File: config.mk
export PLATFORM = sky130hd
export DESIGN_NAME = deqr_ctrl
export DESIGN_NICKNAME = d
export VERILOG_FILES = /design/src/deqr_pkg.sv /design/src/deqr_ctrl.sv
export SDC_FILE = /design/constraint.sdc
export NUM_CORES = 1
export LEC_CHECK = 0
export ABC_AREA = 1
export BUFFER_PORTS_ARGS = -buffer_cell sky130_fd_sc_hd__buf_2
export CORE_AREA = 2 2 39 41
export CTS_CLUSTER_SIZE = 16
export DETAILED_ROUTE_END_ITERATION = 6
export DIE_AREA = 0 0 41 43
export PLACE_DENSITY = 0.47
export SYNTH_ARGS = -nofsm -noshare
export SYNTH_HDL_FRONTEND = slang
export SYNTH_SLANG_ARGS = --single-unit
File: constraint.sdc
create_clock -name clk -period 1.4 [get_ports clk]
set_clock_uncertainty 0.05 [all_clocks]
set_input_delay 0.28 -clock clk [delete_from_list [all_inputs] [get_ports clk]]
set_output_delay 0.28 -clock clk [all_outputs]
set_load 0.005 [all_outputs]
File: src/deqr_pkg.sv
`default_nettype none

package deqr_pkg;

	localparam int FUNC_W     = 3;
	localparam int VAL_W      = 32;
	localparam int IDX_W      = 9;
	localparam int IN_DATA_W  = 40;
	localparam int OUT_DATA_W = 64;
	localparam int SCAN_GRP   = 16;

	localparam logic [FUNC_W-1:0] FN_PUSH_FRONT = 3'd0;
	localparam logic [FUNC_W-1:0] FN_PUSH_BACK  = 3'd1;
	localparam logic [FUNC_W-1:0] FN_POP_FRONT  = 3'd2;
	localparam logic [FUNC_W-1:0] FN_POP_BACK   = 3'd3;
	localparam logic [FUNC_W-1:0] FN_REMOVE     = 3'd4;
	localparam logic [FUNC_W-1:0] FN_FIND       = 3'd5;

	typedef struct packed {
		logic load;
		logic comp;
		logic scan;
		logic fin;
	} deqr_cmd_t;

	typedef struct packed {
		logic need_comp_in;
		logic need_scan;
		logic hit;
		logic scan_end;
		logic out_free;
	} deqr_sts_t;

	// packed MSB first, so status lands in bit 0 of the output word
	typedef struct packed {
		logic             is_full;
		logic             is_empty;
		logic [IDX_W-1:0] last_slot;
		logic [IDX_W-1:0] occupied_count;
		logic [IDX_W-1:0] found_index;
		logic [VAL_W-1:0] out_value;
		logic             status;
	} deqr_res_t;

	localparam int RES_W = $bits(deqr_res_t);

endpackage

`default_nettype wire

File: src/deqr_ctrl.sv
`default_nettype none

module deqr_ctrl (
	input  logic                clk,
	input  logic                arst_n,
	input  logic                in_valid,
	output logic                in_ready,
	input  deqr_pkg::deqr_sts_t sts,
	output deqr_pkg::deqr_cmd_t cmd
);
	import deqr_pkg::*;

	localparam logic [1:0] ST_IDLE = 2'd0;
	localparam logic [1:0] ST_COMP = 2'd1;
	localparam logic [1:0] ST_SCAN = 2'd2;
	localparam logic [1:0] ST_FIN  = 2'd3;

	logic [1:0] state_q;
	logic [1:0] state_d;

	always_comb begin
		state_d = state_q;
		cmd     = '0;
		case (state_q)
			ST_IDLE: begin
				cmd.load = in_valid;
				if (in_valid) begin
					state_d = sts.need_comp_in ? ST_COMP : ST_FIN;
				end
			end
			ST_COMP: begin
				cmd.comp = 1'b1;
				state_d  = sts.need_scan ? ST_SCAN : ST_FIN;
			end
			ST_SCAN: begin
				cmd.scan = 1'b1;
				if (sts.hit || sts.scan_end) begin
					state_d = ST_FIN;
				end
			end
			ST_FIN: begin
				// commit only when the output register can take the result
				if (sts.out_free) begin
					cmd.fin = 1'b1;
					state_d = ST_IDLE;
				end
			end
			default: begin
				state_d = ST_IDLE;
			end
		endcase
	end

	always_ff @(posedge clk or negedge arst_n) begin
		if (!arst_n) begin
			state_q <= ST_IDLE;
		end else begin
			state_q <= state_d;
		end
	end

	assign in_ready = (state_q == ST_IDLE);

endmodule

`default_nettype wire

==> flow_metrics.env, run 1 <==
export IMPL_dp_cells=68
export IMPL_p_per_area_nw_per_um2=2000
export IMPL_timing_rr_start="state_q[1]"
export IMPL_endpoint="cmd[1]"
export IMPL_finalHoldViolCount=0
export IMPL_grt_overflow=0
export IMPL_final_layout_size_suffix_gt1_share_pct=50.8
export IMPL_cts_root_buffer="clkbuf_4"
export IMPL_timing_rr_end="state_q[0]"
export IMPL_synthMuxAreaShare_pct=0
export IMPL_fillers=166
export IMPL_nets=73
export IMPL_yosysSeqAreaShare_pct=20.8
export IMPL_track_usage_pct=8.45
export IMPL_grt_use_met1_pct=9.06
export IMPL_gp_congestion=0.672
export IMPL_layout_common_cells="nand2_1, buf_2, inv_1"
export IMPL_core_sq_um=1380
export IMPL_cts_sinks=2
export IMPL_cts_buffers_inserted=3
export IMPL_die_w_microns=41
export IMPL_fin_cells=75
export IMPL_cp_startpoint="state_q[0]"
export IMPL_diodes=0
export IMPL_areaGrowthSynthToFinish_pct=74.0
export IMPL_top_register="state_q"
export IMPL_arrival_ns=1.06
export IMPL_synth_area_sq_um=240
export IMPL_critical_path_class="register to primary output"
export IMPL_grt_use_met3_pct=3.14
export IMPL_dieArea_sq_um=1760
export IMPL_ys_seq_elements=2
export IMPL_fin_crit_ns=1.39
export IMPL_reg2regPathDepth=9
export IMPL_synth_top_area_share_pct=20.8
export IMPL_wl_per_cell_microns=7.25
export IMPL_setup_tns_ns=0
export IMPL_finalInstanceArea_sq_um=418
export IMPL_synth_nets=52
export IMPL_antenna_left=0
export IMPL_largest_registers="state_q: 2 flops"
export IMPL_rsz0062_at_grt="true"
export IMPL_synth_xor_area_share_pct=0
export IMPL_max_freq_mhz=720
export IMPL_die_h_microns=43
export IMPL_ys_top_cells_by_area="dfrtp_1, ha_1, nand2_1"
export IMPL_busiest_layer="met2"
export IMPL_yosys_area_share_simple_pct=41.1
export IMPL_path_max_fanout=5
export IMPL_use_met2_pct=10.9
export IMPL_htreeDepth=1
export IMPL_vdd_drop_max_mv=0.706
export IMPL_synth_area_leader_cell="dfrtp_1"
export IMPL_layout_commonest_cell="nand2_1"
export IMPL_dpl_cell_area_sq_um=320
export IMPL_critical_path_required_ns=1.07
export IMPL_ff2ff_setup_slack_ns=0.05
export IMPL_antenna_found_initial=0
export IMPL_critPathCaptureType="primary output"
export IMPL_synth_warnings=0
export IMPL_start_util_pct=17.4
export IMPL_max_cap_viol_count=0
export IMPL_portBuffers=12
export IMPL_clk_latency_ns=0.22
export IMPL_cp_start_kind="register"
export IMPL_num_rows=14
export IMPL_max_slew_worst_pin_slew_ns=0.162
export IMPL_cts_tree="done"
export IMPL_via_per_inst=3.60
export IMPL_largest_reg_flops=2
export IMPL_slew_headroom_pct=89.2
export IMPL_slew_violations=0
export IMPL_fin_crit_sh_pct=99.2
export IMPL_drc=0
export IMPL_multiInputGateArea_sq_um=181
export IMPL_synth_compound_area_share_pct=0
export IMPL_synth_fa_ha_area_share_pct=20.8
export IMPL_dr_total_vias=270
export IMPL_grt_pass1_wl_microns=910
export IMPL_clk_pin_slew_ns=0.03
export IMPL_seqCellArea_sq_um=51.3
export IMPL_ios=13
export IMPL_grt_pass1_vias=249
export IMPL_drt_iter0_markers=1
export IMPL_grt_max_degree=6
export IMPL_synthCells=40
export IMPL_setup_viol=0
export IMPL_dr_pass1_iters=2
export IMPL_p_leak_nw=0.265
export IMPL_synthDistinctLibCells=7
export IMPL_clock_path_buffers=2
export IMPL_status="finished, final reports clean"
export IMPL_min_path_type="input pin to asynchronous set/reset pin"
export IMPL_synth_top_family_by_area="simple AND/OR/NAND/NOR gates"
export IMPL_drt_total_wl_microns=544
export IMPL_place_hpwl_microns=419
export IMPL_avgSynthCellArea_sq_um=6.01
[worst min-delay path by stage]
stage / endpoint / cells past startpoint / from
6_report: state_q[1] / 2 / arst_n
5_1_grt: state_q[0] / 2 / arst_n
4_1_cts: state_q[1] / 2 / arst_n
3_5_place_dp: state_q[1] / 1 / arst_n
3_3_place_gp: state_q[1] / 1 / arst_n
2_1_floorplan: state_q[0] / 0 / arst_n
[cells in the mapped netlist (all sizes together)]
cell and instances:
nand2 16, inv 11, ha 4, nand3 4, nor2 3, dfrtp 2
[metrics by stage]
stage | utilization, % | worst slack [ns] | power (mW) | hold WS (ns)
finish | 30.2 | 0.0105 | 0.834 | 0.313
detailed placement | 23.1 | 0.0805 | 0.537 | 0.0157
CTS | 26.9 | -0.0383 | 0.748 | 0.299
global route | 30.2 | -0.0621 | 0.937 | 0.312
floorplan | - | 0.213 | 0.406 | -0.0656
global placement | 23.1 | 0.113 | 0.534 | 0.0160
[final cells by class]
cell class	count	area share, %
Clock buffer	3	5.39
Inverter	11	10.5
Multi-Input combinational cell	27	43.4
Sequential cell	2	12.3
Tap cell	16	4.79
Timing Repair Buffer	16	23.7
[kinds of logic after synthesis]
logic type | count (synthesis)
buffers and inverters | 11
and+or+nand+nor | 23
adders and majority gates | 4
DFF | 2
[per-layer routing]
metal  routed length [microns]  part of all wire [%]
met2                       279                    51
met1                       233                    43
met3                        30                   5.5
met5                         0                     0
met4                         0                     0
[critical path, cell delays in order, from the launching register on]
cell and delay [ns]:
dfrtp_2 0.44, inv_4 0.08, ha_1 0.19, buf_2 0.13
[repair_timing]
item / in CTS / in global routing
gates cloned: 0 / 0
buffers inserted: 1 / 2
hold buffers: 1 / 0
resized for setup: 4 / 9
endpoints found under the setup margin: 4 / 5
hold endpoints to repair: 2 / 0
pin swaps: 1 / 4
[power by group]
| group | internal, mW | switching (mW) |
|---|---|---|
| combinational | 0.287 | 0.278 |
| clock | 0.0947 | 0.0335 |
| sequential | 0.0938 | 0.0469 |
| total | 0.475 | 0.359 |
Power figures use the tool's default switching activity.
==> run 2, diff against run 1 <==
- ABC_AREA: 1 -> 0
- PLACE_DENSITY: 0.47 -> 0.44
==> run 2 against run 1 <==
Against the previous run:
- sequential share of layout area down 1.1 points
- clock-buffer cell count unchanged
- flip-flop and latch count unchanged
- global-route usage down 2.1 points
- synthesized cell count down 50%
- critical path depth up 1
- fmax down 5.3%
- cell area up 9.9%
- clock power about the same
- routed wire length down 0.37%
- the flow now finishes with violations (setup timing)
- largest cell class unchanged
==> flow_metrics.env, run 2 <==
export IMPL_fin_crit_sh_pct=105
export IMPL_cts_tree="done"
export IMPL_ys_top_cells_by_area="dfrtp_1, ha_1, a221oi_4"
export IMPL_synth_edf_count=0
export IMPL_path_max_fanout=4
export IMPL_max_cap_viol_count=0
export IMPL_p_per_area_nw_per_um2=2230
export IMPL_clock_path_buffers=2
export IMPL_synth_fa_ha_area_share_pct=24.4
export IMPL_track_usage_pct=6.33
export IMPL_antenna_found_initial=0
export IMPL_dieArea_sq_um=1760
export IMPL_cts_buffers_inserted=3
export IMPL_grt_overflow=0
export IMPL_htreeDepth=1
export IMPL_max_slew_worst_pin_slew_ns=0.261
export IMPL_synth_xor_area_share_pct=0
export IMPL_critPathCaptureType="primary output"
export IMPL_portBuffers=12
export IMPL_reg2regPathDepth=5
export IMPL_cp_startpoint="state_q[1]"
export IMPL_areaGrowthSynthToFinish_pct=124
export IMPL_timing_rr_start="state_q[1]"
export IMPL_start_util_pct=14.8
export IMPL_timing_rr_end="state_q[1]"
export IMPL_drt_total_wl_microns=542
export IMPL_finalHoldViolCount=0
export IMPL_grt_max_degree=5
export IMPL_ff2ff_setup_slack_ns=-0.05
export IMPL_critical_path_required_ns=1.07
export IMPL_drc=0
export IMPL_synthCells=20
export IMPL_synthMuxAreaShare_pct=9.76
export IMPL_synthDistinctLibCells=13
export IMPL_async_flop_share_pct=100
export IMPL_min_path_type="input pin to asynchronous set/reset pin"
export IMPL_yosysSeqAreaShare_pct=24.4
export IMPL_ios=13
export IMPL_synth_warnings=0
export IMPL_place_hpwl_microns=345
export IMPL_setup_viol=7
export IMPL_cp_start_kind="register"
export IMPL_ys_seq_elements=2
export IMPL_max_freq_mhz=682
export IMPL_synth_most_common_cell="ha_1"
export IMPL_layout_commonest_cell="buf_2"
export IMPL_slew_violations=0
export IMPL_antenna_left=0
export IMPL_final_layout_size_suffix_gt1_share_pct=75.0
export IMPL_layout_common_cells="buf_2, buf_4, buf_6"
export IMPL_yosys_area_share_simple_pct=16.5
export IMPL_dominantRegCellSynth="dfrtp_1"
export IMPL_num_rows=14
export IMPL_synth_top_family_by_area="adder cells"
export IMPL_die_w_microns=41
export IMPL_synth_area_sq_um=205
export IMPL_fillers=150
export IMPL_synth_area_leader_cell="dfrtp_1"
export IMPL_synth_nets=32
export IMPL_dr_total_vias=235
export IMPL_status="finished, violations left"
export IMPL_avgSynthCellArea_sq_um=10.3
export IMPL_grt_pass1_wl_microns=717
export IMPL_synth_compound_area_share_pct=19.5
export IMPL_violations="setup timing"
export IMPL_slew_headroom_pct=82.6
export IMPL_ys_top_cells_by_count="ha_1, dfrtp_1, inv_1, mux2i_1, nor2b_1"
export IMPL_wl_per_cell_microns=9.03
export IMPL_fin_util_pct=33.2
export IMPL_die_h_microns=43
export IMPL_rsz0062_at_grt="true"
export IMPL_via_per_inst=3.92
export IMPL_core_sq_um=1380
export IMPL_fin_crit_ns=1.47
export IMPL_largest_reg_flops=2
export IMPL_nets=58
export IMPL_synth_top_area_share_pct=24.4
export IMPL_layout_setup_ws_ns=-0.0667
export IMPL_arrival_ns=1.14
export IMPL_gp_congestion=0.704
export IMPL_power_total_mw=1.03
export IMPL_pre_cts_slack_ns=-0.0102
export IMPL_dr_pass1_iters=1
export IMPL_clk_latency_ns=0.23
export IMPL_largest_registers="state_q: 2 flops"
export IMPL_clk_pin_slew_ns=0.03
export IMPL_critical_path_class="register to primary output"
export IMPL_diodes=0
export IMPL_p_leak_nw=0.224
export IMPL_grt_pass1_vias=208
export IMPL_top_register="state_q"
export IMPL_drt_iter0_markers=0
export IMPL_cts_sinks=2
export IMPL_vdd_drop_max_mv=0.927
export IMPL_cts_root_buffer="clkbuf_4"
## run 2: routing by layer
layer | vias to the layer above | track usage [%] | wire (microns)
li1 | 118 | - | -
met1 | 105 | 6.11 | 217
met2 | 12 | 10.0 | 270
met3 | 0 | 1.57 | 54
met4 | 0 | 6.00 | 0
met5 | - | 0 | 0
## run 2: timing repair
| item | CTS | global route |
|---|---|---|
| hold endpoints to repair | 2 | 0 |
| resized for setup | 12 | 3 |
| pin swaps | 1 | 1 |
| hold buffers | 1 | 0 |
| endpoints found under the setup margin | 6 | 7 |
| buffers inserted | 2 | 1 |
## run 2: per-stage QoR
step | hold WS (ns) | instances | TNS [ns] | area [sq um]
floorplan | -0.0656 | 20 | 0 | 205
finish | 0.306 | 60 | -0.257 | 459
global placement | 0.0160 | 53 | -0.0673 | 323
global route | 0.328 | 60 | -0.639 | 459
CTS | 0.304 | 59 | -0.278 | 435
detailed placement | 0.0166 | 53 | -0.0102 | 323
## run 2: power by group
part           internal (mW)  switching, mW
registers             0.0950         0.0430
logic                  0.472          0.285
clock network         0.0947         0.0348
total                  0.662          0.363
## run 2: kinds of logic (layout without fill, tap and decap cells)
kind of cell,after synthesis,in the layout
muxes,2,2
adders and majority gates,4,4
buffers and inverters,3,27
DFF,2,2
AOI/OAI and AO/OA,3,3
and+or+nand+nor,6,6
## run 2: how the worst max path moves through the flow
stage	end	slack, ns	cells past startpoint
after floorplan	state_q[0]	0.05	4
after global placement	state_q[1]	-0.04	4
after detailed placement	state_q[1]	-0.01	4
after CTS	cmd[3]	-0.06	4
after global routing	state_q[1]	-0.14	5
final	cmd[3]	-0.07	4
## run 2: cell type report
class                      count  area, sq um  area share, %
timing repair buffer          21          165           36.0
inverter                       3         11.3           2.45
clock buffer                   3         22.5           4.90
sequential                     2         51.3           11.2
multi-input combinational     15          189           41.1
tap                           16         20.0           4.36
## run 2: critical path, cell delays in order, from the launching register on
cell and delay, ns:
dfrtp_2 0.44, inv_2 0.11, ha_4 0.15, and2_4 0.13, buf_6 0.08
